--- src/design/cefd_pkg.sv ---
`default_nettype none
package cefd_pkg;

	localparam int MAX_FRAMES  = 16;
	localparam int MAX_SLOTS   = 8;
	localparam int MAX_DEVICES = 16;

	localparam int FW = (MAX_FRAMES > 1) ? $clog2(MAX_FRAMES) : 1;
	localparam int DW = (MAX_DEVICES > 1) ? $clog2(MAX_DEVICES) : 1;
	localparam int SLOT_DEPTH = MAX_FRAMES * MAX_SLOTS;
	localparam int AW = (SLOT_DEPTH > 1) ? $clog2(SLOT_DEPTH) : 1;
	localparam int SCW = $clog2(MAX_SLOTS + 1);

	localparam int CFG_W = 5;
	localparam int CFG_IDX_W = 2;
	localparam int NFW = ($clog2(MAX_FRAMES + 1) > CFG_W) ? $clog2(MAX_FRAMES + 1) : CFG_W;
	localparam int DCW = ($clog2(MAX_DEVICES + 1) > 8) ? $clog2(MAX_DEVICES + 1) : 8;

	localparam logic [2:0] OP_TICK    = 3'd0;
	localparam logic [2:0] OP_WFRAME  = 3'd1;
	localparam logic [2:0] OP_WSLOT   = 3'd2;
	localparam logic [2:0] OP_WWCET   = 3'd3;
	localparam logic [2:0] OP_RUNNING = 3'd4;
	localparam logic [2:0] OP_START   = 3'd5;

	localparam logic [1:0] KIND_ACK      = 2'd0;
	localparam logic [1:0] KIND_DISPATCH = 2'd1;
	localparam logic [1:0] KIND_DROP     = 2'd2;
	localparam logic [1:0] KIND_END      = 2'd3;

	localparam logic [CFG_IDX_W-1:0] CFG_POLICY  = 2'd0;
	localparam logic [CFG_IDX_W-1:0] CFG_FRAMES  = 2'd1;
	localparam logic [CFG_IDX_W-1:0] CFG_DEVICES = 2'd2;

	localparam logic [1:0] POL_DROP = 2'd0;

	typedef struct packed {
		logic [2:0]  operation;
		logic [63:0] time_us;
		logic [3:0]  frame_index;
		logic [2:0]  slot_index;
		logic [7:0]  device_id;
		logic [31:0] value;
		logic [3:0]  slot_count;
		logic        running;
	} in_item_t;

	typedef struct packed {
		logic [1:0]  kind;
		logic [7:0]  device_out;
		logic [3:0]  frame_out;
		logic [31:0] used_us;
		logic        cut_short;
		logic        last;
	} out_item_t;

	typedef enum logic [2:0] {
		ST_IDLE,
		ST_WRITE,
		ST_SUM,
		ST_CMP,
		ST_BEGIN,
		ST_SLOT,
		ST_ACK,
		ST_END
	} state_t;

	typedef struct packed {
		logic capture;
		logic apply_write;
		logic calc_end;
		logic begin_frame;
		logic slot_step;
		logic emit_ack;
		logic emit_end;
	} cmd_t;

	typedef struct packed {
		logic in_is_tick;
		logic no_frames;
		logic due;
		logic frame_active;
		logic slot_done;
		logic slot_emit;
		logic slot_stop;
		logic out_free;
	} status_t;

endpackage
`default_nettype wire

--- src/design/cefd_ctrl.sv ---
`default_nettype none
module cefd_ctrl (
	input  wire logic              clk,
	input  wire logic              arst_n,
	input  wire logic              in_valid,
	output logic                   in_stall,
	input  wire cefd_pkg::status_t st,
	output cefd_pkg::cmd_t         cmd
);
	import cefd_pkg::*;

	state_t state_q;
	state_t state_d;

	always_ff @(posedge clk or negedge arst_n) begin
		if (!arst_n) begin
			state_q <= ST_IDLE;
		end else begin
			state_q <= state_d;
		end
	end

	always_comb begin
		state_d = state_q;
		case (state_q)
			ST_IDLE: begin
				if (in_valid) begin
					state_d = st.in_is_tick ? ST_SUM : ST_WRITE;
				end
			end
			ST_WRITE: state_d = ST_ACK;
			ST_SUM:   state_d = ST_CMP;
			ST_CMP: begin
				if (st.no_frames || !st.due) begin
					state_d = ST_ACK;
				end else if (st.frame_active) begin
					state_d = ST_BEGIN;
				end else begin
					state_d = ST_END;
				end
			end
			ST_BEGIN: state_d = ST_SLOT;
			ST_SLOT: begin
				if (st.slot_done) begin
					state_d = ST_END;
				end else if (!(st.slot_emit && !st.out_free) && st.slot_stop) begin
					state_d = ST_END;
				end
			end
			ST_ACK: begin
				if (st.out_free) begin
					state_d = ST_IDLE;
				end
			end
			ST_END: begin
				if (st.out_free) begin
					state_d = ST_IDLE;
				end
			end
			default: state_d = ST_IDLE;
		endcase
	end

	always_comb begin
		cmd = '0;
		in_stall = (state_q != ST_IDLE);
		case (state_q)
			ST_IDLE:  cmd.capture = in_valid;
			ST_WRITE: cmd.apply_write = 1'b1;
			ST_SUM:   cmd.calc_end = 1'b1;
			ST_BEGIN: cmd.begin_frame = 1'b1;
			ST_SLOT:  cmd.slot_step = !st.slot_done && !(st.slot_emit && !st.out_free);
			ST_ACK:   cmd.emit_ack = st.out_free;
			ST_END:   cmd.emit_end = st.out_free;
			default: begin
			end
		endcase
	end

	a_emit_needs_room: assert property (@(posedge clk) disable iff (!arst_n)
		(cmd.emit_ack || cmd.emit_end || (cmd.slot_step && st.slot_emit)) |-> st.out_free)
		else $error("result issued while output register busy");

	a_one_action: assert property (@(posedge clk) disable iff (!arst_n)
		$onehot0(cmd))
		else $error("more than one datapath command");

endmodule
`default_nettype wire

--- src/design/cefd_dp.sv ---
`default_nettype none
module cefd_dp (
	input  wire logic                          clk,
	input  wire logic                          arst_n,
	input  wire cefd_pkg::in_item_t            in_item,
	output cefd_pkg::out_item_t                out_item,
	output logic                               out_valid,
	input  wire logic                          out_stall,
	input  wire logic                          cfg_we,
	input  wire logic [cefd_pkg::CFG_IDX_W-1:0] cfg_index,
	input  wire logic [cefd_pkg::CFG_W-1:0]    cfg_data,
	input  wire cefd_pkg::cmd_t                cmd,
	output cefd_pkg::status_t                  st
);
	import cefd_pkg::*;

	logic [1:0]       policy_q;
	logic [CFG_W-1:0] frames_q;
	logic [CFG_W-1:0] devices_q;

	in_item_t         in_q;
	logic [63:0]      end_q;
	logic [63:0]      start_q;
	logic [FW-1:0]    cf_q;
	logic [31:0]      used_q;
	logic             cut_q;
	logic [SCW-1:0]   idx_q;
	logic [SCW-1:0]   cnt_q;

	logic [31:0]      duration_q [MAX_FRAMES];
	logic [SCW-1:0]   slots_q [MAX_FRAMES];
	logic [31:0]      wcet_q [MAX_DEVICES];
	logic [MAX_DEVICES-1:0] running_q;
	logic [7:0]       slot_mem [SLOT_DEPTH];
	logic [7:0]       slot_rd_q;

	out_item_t        out_q;
	logic             out_valid_q;

	logic [NFW-1:0]   nframes;
	logic [DCW-1:0]   ndev;
	logic [31:0]      dur_cur;
	logic [64:0]      end_sum;
	logic [DW-1:0]    dev_sel;
	logic             dev_take;
	logic [32:0]      would;
	logic             over;
	logic             out_free;
	logic             slot_rd_en;
	logic [SCW-1:0]   rd_idx;
	logic [AW-1:0]    rd_addr;
	logic [AW-1:0]    wr_addr;
	logic [SCW-1:0]   sc_sat;
	logic [31:0]      used_next;

	assign nframes = (NFW'(frames_q) > NFW'(MAX_FRAMES)) ?
		NFW'(MAX_FRAMES) : NFW'(frames_q);
	assign ndev = (DCW'(devices_q) > DCW'(MAX_DEVICES)) ?
		DCW'(MAX_DEVICES) : DCW'(devices_q);
	assign dur_cur = duration_q[cf_q];
	assign end_sum = {1'b0, start_q} + {33'd0, dur_cur};

	assign dev_sel  = DW'(slot_rd_q);
	assign dev_take = (DCW'(slot_rd_q) < ndev) && running_q[dev_sel];
	assign would    = {1'b0, used_q} + {1'b0, wcet_q[dev_sel]};
	assign over     = would > {1'b0, dur_cur};
	assign used_next = over ? ((policy_q == POL_DROP) ? used_q : dur_cur) : would[31:0];

	assign out_free  = !out_valid_q || !out_stall;
	assign out_valid = out_valid_q;
	assign out_item  = out_q;

	assign st.in_is_tick   = (in_item.operation == OP_TICK);
	assign st.no_frames    = (nframes == '0);
	assign st.due          = (in_q.time_us >= end_q);
	assign st.frame_active = ({{(NFW-FW){1'b0}}, cf_q} < nframes);
	assign st.slot_done    = (idx_q >= cnt_q);
	assign st.slot_emit    = dev_take;
	assign st.slot_stop    = dev_take &&
		((over && policy_q != POL_DROP) || (!over && would >= {1'b0, dur_cur}));
	assign st.out_free     = out_free;

	assign slot_rd_en = cmd.begin_frame || cmd.slot_step;
	assign rd_idx     = cmd.begin_frame ? '0 : idx_q + SCW'(1);
	assign rd_addr    = AW'(cf_q) * AW'(MAX_SLOTS) + AW'(rd_idx);
	assign wr_addr    = AW'(in_q.frame_index) * AW'(MAX_SLOTS) + AW'(in_q.slot_index);
	assign sc_sat     = (in_q.slot_count > 4'(MAX_SLOTS)) ?
		SCW'(MAX_SLOTS) : SCW'(in_q.slot_count);

	always_ff @(posedge clk or negedge arst_n) begin
		if (!arst_n) begin
			policy_q  <= POL_DROP;
			frames_q  <= CFG_W'(1);
			devices_q <= CFG_W'(16);
		end else if (cfg_we) begin
			case (cfg_index)
				CFG_POLICY:  policy_q  <= cfg_data[1:0];
				CFG_FRAMES:  frames_q  <= cfg_data;
				CFG_DEVICES: devices_q <= cfg_data;
				default: begin
				end
			endcase
		end
	end

	always_ff @(posedge clk) begin
		if (cmd.capture) begin
			in_q <= in_item;
		end
		if (cmd.calc_end) begin
			end_q <= end_sum[64] ? '1 : end_sum[63:0];
		end
		if (cmd.begin_frame) begin
			cnt_q <= slots_q[cf_q];
		end
		if (cmd.apply_write && in_q.operation == OP_WFRAME &&
				{1'b0, in_q.frame_index} < MAX_FRAMES) begin
			duration_q[FW'(in_q.frame_index)] <= in_q.value;
		end
		if (cmd.apply_write && in_q.operation == OP_WWCET &&
				{1'b0, in_q.device_id} < MAX_DEVICES) begin
			wcet_q[DW'(in_q.device_id)] <= in_q.value;
		end
		if (cmd.apply_write && in_q.operation == OP_WSLOT &&
				{1'b0, in_q.frame_index} < MAX_FRAMES &&
				{1'b0, in_q.slot_index} < MAX_SLOTS) begin
			slot_mem[wr_addr] <= in_q.device_id;
		end
		if (slot_rd_en) begin
			slot_rd_q <= slot_mem[rd_addr];
		end
	end

	always_ff @(posedge clk or negedge arst_n) begin
		if (!arst_n) begin
			slots_q   <= '{default: '0};
			running_q <= '1;
			cf_q      <= '0;
			start_q   <= '0;
			used_q    <= '0;
			cut_q     <= 1'b0;
			idx_q     <= '0;
		end else begin
			if (cmd.capture) begin
				cut_q <= 1'b0;
			end
			if (cmd.apply_write) begin
				case (in_q.operation)
					OP_WFRAME: begin
						if ({1'b0, in_q.frame_index} < MAX_FRAMES) begin
							slots_q[FW'(in_q.frame_index)] <= sc_sat;
						end
					end
					OP_RUNNING: begin
						if ({1'b0, in_q.device_id} < MAX_DEVICES) begin
							running_q[DW'(in_q.device_id)] <= in_q.running;
						end
					end
					OP_START: begin
						start_q   <= in_q.time_us;
						cf_q      <= '0;
						used_q    <= '0;
						running_q <= '1;
					end
					default: begin
					end
				endcase
			end
			if (cmd.begin_frame) begin
				used_q <= '0;
				idx_q  <= '0;
			end
			if (cmd.slot_step) begin
				idx_q <= idx_q + SCW'(1);
				if (dev_take) begin
					used_q <= used_next;
					if (over && policy_q != POL_DROP) begin
						cut_q <= 1'b1;
					end
				end
			end
			if (cmd.emit_end) begin
				start_q <= end_q;
				if ({{(NFW-FW){1'b0}}, cf_q} + NFW'(1) >= nframes) begin
					cf_q <= '0;
				end else begin
					cf_q <= cf_q + FW'(1);
				end
			end
		end
	end

	always_ff @(posedge clk or negedge arst_n) begin
		if (!arst_n) begin
			out_valid_q <= 1'b0;
		end else if (cmd.emit_ack || cmd.emit_end || (cmd.slot_step && dev_take)) begin
			out_valid_q <= 1'b1;
		end else if (!out_stall) begin
			out_valid_q <= 1'b0;
		end
	end

	always_ff @(posedge clk) begin
		if (cmd.emit_ack) begin
			out_q.kind       <= KIND_ACK;
			out_q.device_out <= '0;
			out_q.frame_out  <= 4'(cf_q);
			out_q.used_us    <= used_q;
			out_q.cut_short  <= 1'b0;
			out_q.last       <= 1'b1;
		end else if (cmd.emit_end) begin
			out_q.kind       <= KIND_END;
			out_q.device_out <= '0;
			out_q.frame_out  <= 4'(cf_q);
			out_q.used_us    <= used_q;
			out_q.cut_short  <= cut_q;
			out_q.last       <= 1'b1;
		end else if (cmd.slot_step && dev_take) begin
			out_q.kind       <= over ? KIND_DROP : KIND_DISPATCH;
			out_q.device_out <= slot_rd_q;
			out_q.frame_out  <= 4'(cf_q);
			out_q.used_us    <= used_next;
			out_q.cut_short  <= 1'b0;
			out_q.last       <= 1'b0;
		end
	end

	a_used_in_budget: assert property (@(posedge clk) disable iff (!arst_n)
		cmd.slot_step |=> (used_q <= dur_cur))
		else $error("frame budget exceeded");

	a_last_marks_end: assert property (@(posedge clk) disable iff (!arst_n)
		out_valid_q |-> (out_q.last == (out_q.kind == KIND_ACK || out_q.kind == KIND_END)))
		else $error("last flag does not match result kind");

	a_slot_read_bounded: assert property (@(posedge clk) disable iff (!arst_n)
		cmd.slot_step |-> (idx_q < cnt_q))
		else $error("slot walk past frame slot count");

endmodule
`default_nettype wire

--- src/design/cyclic_executive_frame_dispatcher.sv ---
// Time-triggered minor-frame dispatcher.
// Input channel (in_valid / in_stall / in_item): one operation per item, either a
// table load (frame, slot, WCET, running flag), a start, or a time tick.
// Output channel (out_valid / out_stall / out_item): every item gives one or more
// results; the final result of an item has last set.
// Configuration port (cfg_we / cfg_index / cfg_data): overrun policy, frames in
// use, devices in use; write only while no item is in progress.
// A load or start gives its result after the table write. A tick first computes the
// frame end and compares it with its time; if it is not due, or no frames are in use,
// it gives only an acknowledge. A due tick gives a result for each slot that names a
// running device in range (up to 8 slots, until the budget stops the walk), then the
// frame-end result. One item is taken at a time. The slot walk reads one slot table
// entry per cycle from the slot memory while the output register is free. The next
// item is accepted while the last result still waits in the output register. A stalled
// receiver holds the output register; the slot walk pauses on each slot that needs a result until the register frees.
// Reset clears the schedule position, frame start and used budget, sets all devices
// running and all frame slot counts to zero; durations, slots and WCETs need loading.
`default_nettype none
module cyclic_executive_frame_dispatcher (
	input  wire logic                           clk,
	input  wire logic                           arst_n,
	input  wire logic                           in_valid,
	output logic                                in_stall,
	input  wire cefd_pkg::in_item_t             in_item,
	output logic                                out_valid,
	input  wire logic                           out_stall,
	output cefd_pkg::out_item_t                 out_item,
	input  wire logic                           cfg_we,
	input  wire logic [cefd_pkg::CFG_IDX_W-1:0] cfg_index,
	input  wire logic [cefd_pkg::CFG_W-1:0]     cfg_data
);
	import cefd_pkg::*;

	cmd_t    cmd;
	status_t st;

	cefd_ctrl u_ctrl (
		.clk      (clk),
		.arst_n   (arst_n),
		.in_valid (in_valid),
		.in_stall (in_stall),
		.st       (st),
		.cmd      (cmd)
	);

	cefd_dp u_dp (
		.clk       (clk),
		.arst_n    (arst_n),
		.in_item   (in_item),
		.out_item  (out_item),
		.out_valid (out_valid),
		.out_stall (out_stall),
		.cfg_we    (cfg_we),
		.cfg_index (cfg_index),
		.cfg_data  (cfg_data),
		.cmd       (cmd),
		.st        (st)
	);

endmodule
`default_nettype wire

--- config.mk ---
export PLATFORM = sky130hd
export DESIGN_NAME = cyclic_executive_frame_dispatcher
export DESIGN_NICKNAME = d
export VERILOG_FILES = /design/src/design/cefd_pkg.sv /design/src/design/cefd_ctrl.sv /design/src/design/cefd_dp.sv /design/src/design/cyclic_executive_frame_dispatcher.sv
export SDC_FILE = /design/constraint.sdc
export NUM_CORES = 2
export LEC_CHECK = 0
export BUFFER_PORTS_ARGS = -buffer_cell sky130_fd_sc_hd__buf_2
export CORE_MARGIN = 4
export CORE_UTILIZATION = 25
export CTS_CLUSTER_SIZE = 16
export DETAILED_ROUTE_END_ITERATION = 6
export PLACE_DENSITY_LB_ADDON = 0.05
export SYNTH_ARGS = -nofsm -noshare
export SYNTH_HDL_FRONTEND = slang
export SYNTH_SLANG_ARGS = --single-unit
--- constraint.sdc ---
create_clock -name clk -period 20.2 [get_ports clk]
set_clock_uncertainty 0.2 [all_clocks]
set_input_delay 3.03 -clock clk [delete_from_list [all_inputs] [get_ports clk]]
set_output_delay 3.03 -clock clk [all_outputs]
set_load 0.03 [all_outputs]
==> summary.md <==
| Metric | Value |
|---|---|
| Critical path class | `reg2reg` |
| Syn Nets | `7402` |
| Min Tclk post-route | `9.278 ns` |
| Final setup TNS | `0 ns` |
| Die ar. | `429000 um2` |
| EDFF count, synth | `around 2300` |
| Clock root buffer | `clkbuf_16` |
| Top post-synthesis cells by area | `edfxtp_1, mux4_2, dfrtp_1` |
| Maximum VDD drop | `about 110 uV` |
| Critical Path End Type | `flip-flop` |
| Worst-skew pair later-pin latency | `0.92 ns` |
| Final slew viol count | `0` |
| Maximum clock frequency | `0.1078 GHz` |
| Sequential cell area | `73740 um2` |
| Area grow syn2layout | `16.73%` |
| Clk buf depth | `4` |
| Drt pass-1 iters | `7` |
| Violated checks | `DRC` |
| Placer congestion estimate | `0.7694` |
| Filler Cell Count | `41700` |
| Largest net degree at the start of global routing | `roughly 130` |
| Num CTS Buffers | `312` |
| H-tree levels | `5` |
| Area of placed instances | `112200 um2` |
| Share of cells above drive strength 1 | `15.96%` |
| Worst reg-to-reg path cell count | `24` |
| Rows | `237` |
| Routed Antenna Nets | `0` |
| Max transition margin | `12.42%` |
| Design area | `122200 um2` |
| Worst slew pin tran | `1.314 ns` |
| Initial core utilization | `roughly 25%` |
| Mapped Cells | `between 7000 and 8000` |
| Final global-route overflow total | `0` |
| Synth cell count leaders | `edfxtp_1, nand2_1, nand3_1, nor2_1, a21oi_1` |
| Status | `complete, but fails checks` |
| Clk pin slew, worst setup/hold paths | `~0.06 ns` |
| Avg Synthesized Cell Area | `around 15 um2` |
| WL/cell | `28.12 um` |
| DP Wirelength | `218100 um` |
| Crit Path Max Fanout | `53` |
| Gr usage total | `16.77%` |
| CP required | `between 20 and 25 ns` |
| Cell taking the most area after synthesis | `edfxtp_1` |
| Arr. time, crit path | `about 9.7 ns` |
| First-pass GRT wire length | `514100 um` |
| Register area share after synthesis | `~70%` |
| Clock Power Share | `a little under a third` |
| Vias per inst | `between 4 and 5` |
| Synthesized area | `104700 um2` |
| Max Cap Viol | `0` |
| Final Hold Viols | `0` |
| CTS Sinks | `2492` |
| Cts hold-fix bufs | `0` |
| Sequential share of power | `34.2%` |
| Yosys top cell area share | `approximately 65%` |
| Synth warn | `0` |
| Synth cell types | `99` |
| Height of the chip | `655.0 um` |
| # Post-CTS Setup Buffers | `0` |
| Top FF cell, synth | `edfxtp_1` |
| HP Class | `reg2reg` |
| Hold Path Stages | `2` |
| Final Cycle Share | `45.93%` |
| PwrDens | `roughly 150 nW/um2` |
| Fin nets | `between 7000 and 8000` |
| Drt total wl | `367400 um` |
| Switching power total | `0.006956 W` |
| Initial DRC count | `4774` |
| Vias in the first global route | `about 64000` |
| Gates resized, CTS repair | `0` |
| RSZ-0062 raised after global routing | `no` |
| CTS tree | `built` |
| Leakage | `41.20 nW` |
| Multi-input combinational cell area | `between 20000 and 30000 um2` |
| Cell internal pwr | `0.01138 W` |
| Most numerous cell in the Yosys netlist | `edfxtp_1` |
| Area of the core | `416900 um2` |
| Initial antenna violation count | `15` |
| # setup viols final | `0` |
| Logic pwr share | `35.7%` |
| Switching share of power | `37.94%` |
| Async SR Flop Fraction | `8.066%` |
| Yosys reg bits | `2492` |
| DRC violations left | `6` |
| # IOs | `181` |
| DR vias | `62040` |
| Die width | `655.0 um` |
| PortBufs | `180` |
| Setup crit start kind | `flip-flop` |
[registers in the layout (all words and copies together) (netlist names), 5 cells and up]
| signal | flops |
|---|---|
| u_dp.frames_q | 5 |
| u_dp.used_q | 32 |
| u_dp.devices_q | 5 |
| u_dp.running_q | 16 |
| u_dp.duration_q | 512 |
| u_dp.slot_mem | 1024 |
| u_dp.wcet_q | 512 |
| u_dp.slots_q | 64 |
| u_dp.end_q | 64 |
| u_dp.in_q | 119 |
| u_dp.slot_rd_q | 8 |
| u_dp.out_item | 48 |
| u_dp.start_q | 64 |
[critical path: stages (launching register included)]
cell	delay (ns)
edfxtp_1	0.32
buf_4	0.56
buf_4	0.74
buf_4	0.77
mux4_2	0.43
mux4_2	0.56
ha_1	0.48
nand4_1	0.22
a211oi_1	0.25
o21ai_1	0.20
a21oi_1	0.48
o2111ai_1	0.29
mux2_2	0.31
nand2_1	0.05
ha_1	0.31
a21oi_1	0.17
nor2_1	0.07
a211oi_1	0.31
nand2b_1	0.14
a2111oi_0	0.41
o21ai_1	0.23
a21oi_4	0.64
buf_4	0.40
mux2i_1	0.25
o21ai_0	0.12
[final timing paths]
path                                          startpoint  slack (ns)                       endpoint
hold reg to reg            u_dp.out_item[0]$_SDFFE_PP1P_        0.24  u_dp.out_item[0]$_SDFFE_PP1P_
setup reg to reg             u_dp.slot_rd_q[1]$_DFFE_PP_       10.92     u_dp.out_item[3]$_DFFE_PP_
max in group asynchronous                         arst_n       16.46  u_dp.devices_q[2]$_DFFE_PN0P_
min in group asynchronous                         arst_n        1.86    u_dp.start_q[8]$_DFFE_PN0P_
hold / removal             u_dp.out_item[0]$_SDFFE_PP1P_        0.24  u_dp.out_item[0]$_SDFFE_PP1P_
setup / recovery             u_dp.slot_rd_q[1]$_DFFE_PP_       10.92     u_dp.out_item[3]$_DFFE_PP_
[kinds of logic after synthesis]
group	share of synthesized area (%)
buffers and inverters	2.356
adder cells (fa/ha/maj)	2.202
AND/OR/NAND/NOR	8.608
flip-flops	70.45
AO/OA/AOI/OAI	8.147
multiplexers	7.771
XOR/XNOR	0.4686
[metal layers]
metal	vias to the layer above	track usage [%]	share of wire (%)	wire length (um)
met5	-	0	0.0035	13
met1	32370	21.99	44	160600
met4	2	3.537	2.2	8015
met3	398	2.127	3.4	12390
li1	28060	-	-	-
met2	1207	29.52	51	186300
[per-stage QoR]
step | total power, W | instances | setup slack [ns] | util [%] | hold WS, ns
final | 0.01834 | 13060 | 10.92 | 29.30 | 0.2368
after global routing | 0.01944 | 13060 | 10.25 | 29.30 | 0.2627
after CTS | 0.01877 | 13060 | 10.96 | 29.30 | 0.2415
after detailed placement | 0.01313 | 12500 | 11.00 | 26.91 | 0.2319
after global placement | 0.01315 | 12500 | 11.01 | 26.91 | 0.2322
after floorplan | 0.01052 | 7088 | 13.60 | - | 0.2412
[power groups by stage]
stage / logic, W / clock network [W] / registers (W)
final: 0.00655 / 0.00552 / 0.00626
after global routing: 0.00721 / 0.00593 / 0.00630
after CTS: 0.00677 / 0.00571 / 0.00628
after detailed placement: 0.00675 / 0 / 0.00639
after global placement: 0.00676 / 0 / 0.00639
after floorplan: 0.00423 / 0 / 0.00628
[placed cells by master, fill, tap and decap left out, types with 88 or more instances in the layout]
master,n
edfxtp_1,2279
nand2_1,869
nand3_1,373
a21oi_1,340
nor2_1,329
clkbuf_16,321
mux4_2,237
o21ai_0,201
ha_1,180
buf_2,179
mux2i_1,178
dfrtp_1,178
or3_1,162
buf_4,157
o211ai_1,147
inv_1,134
o221ai_1,129
mux2_2,88
[final cells by class]
class                           instances  share of cell area [%]
Multi-Input combinational cell       4012                   23.51
Timing Repair Buffer                  347                   1.874
Tap cell                             5497                   5.630
Inverter                              149                  0.4660
Antenna cell                            5                 0.01024
Clock buffer                          397                   6.883
Clock inverter                        164                   1.259
Sequential cell                      2492                   60.36
No activity file was read; power rests on OpenSTA's default activity.
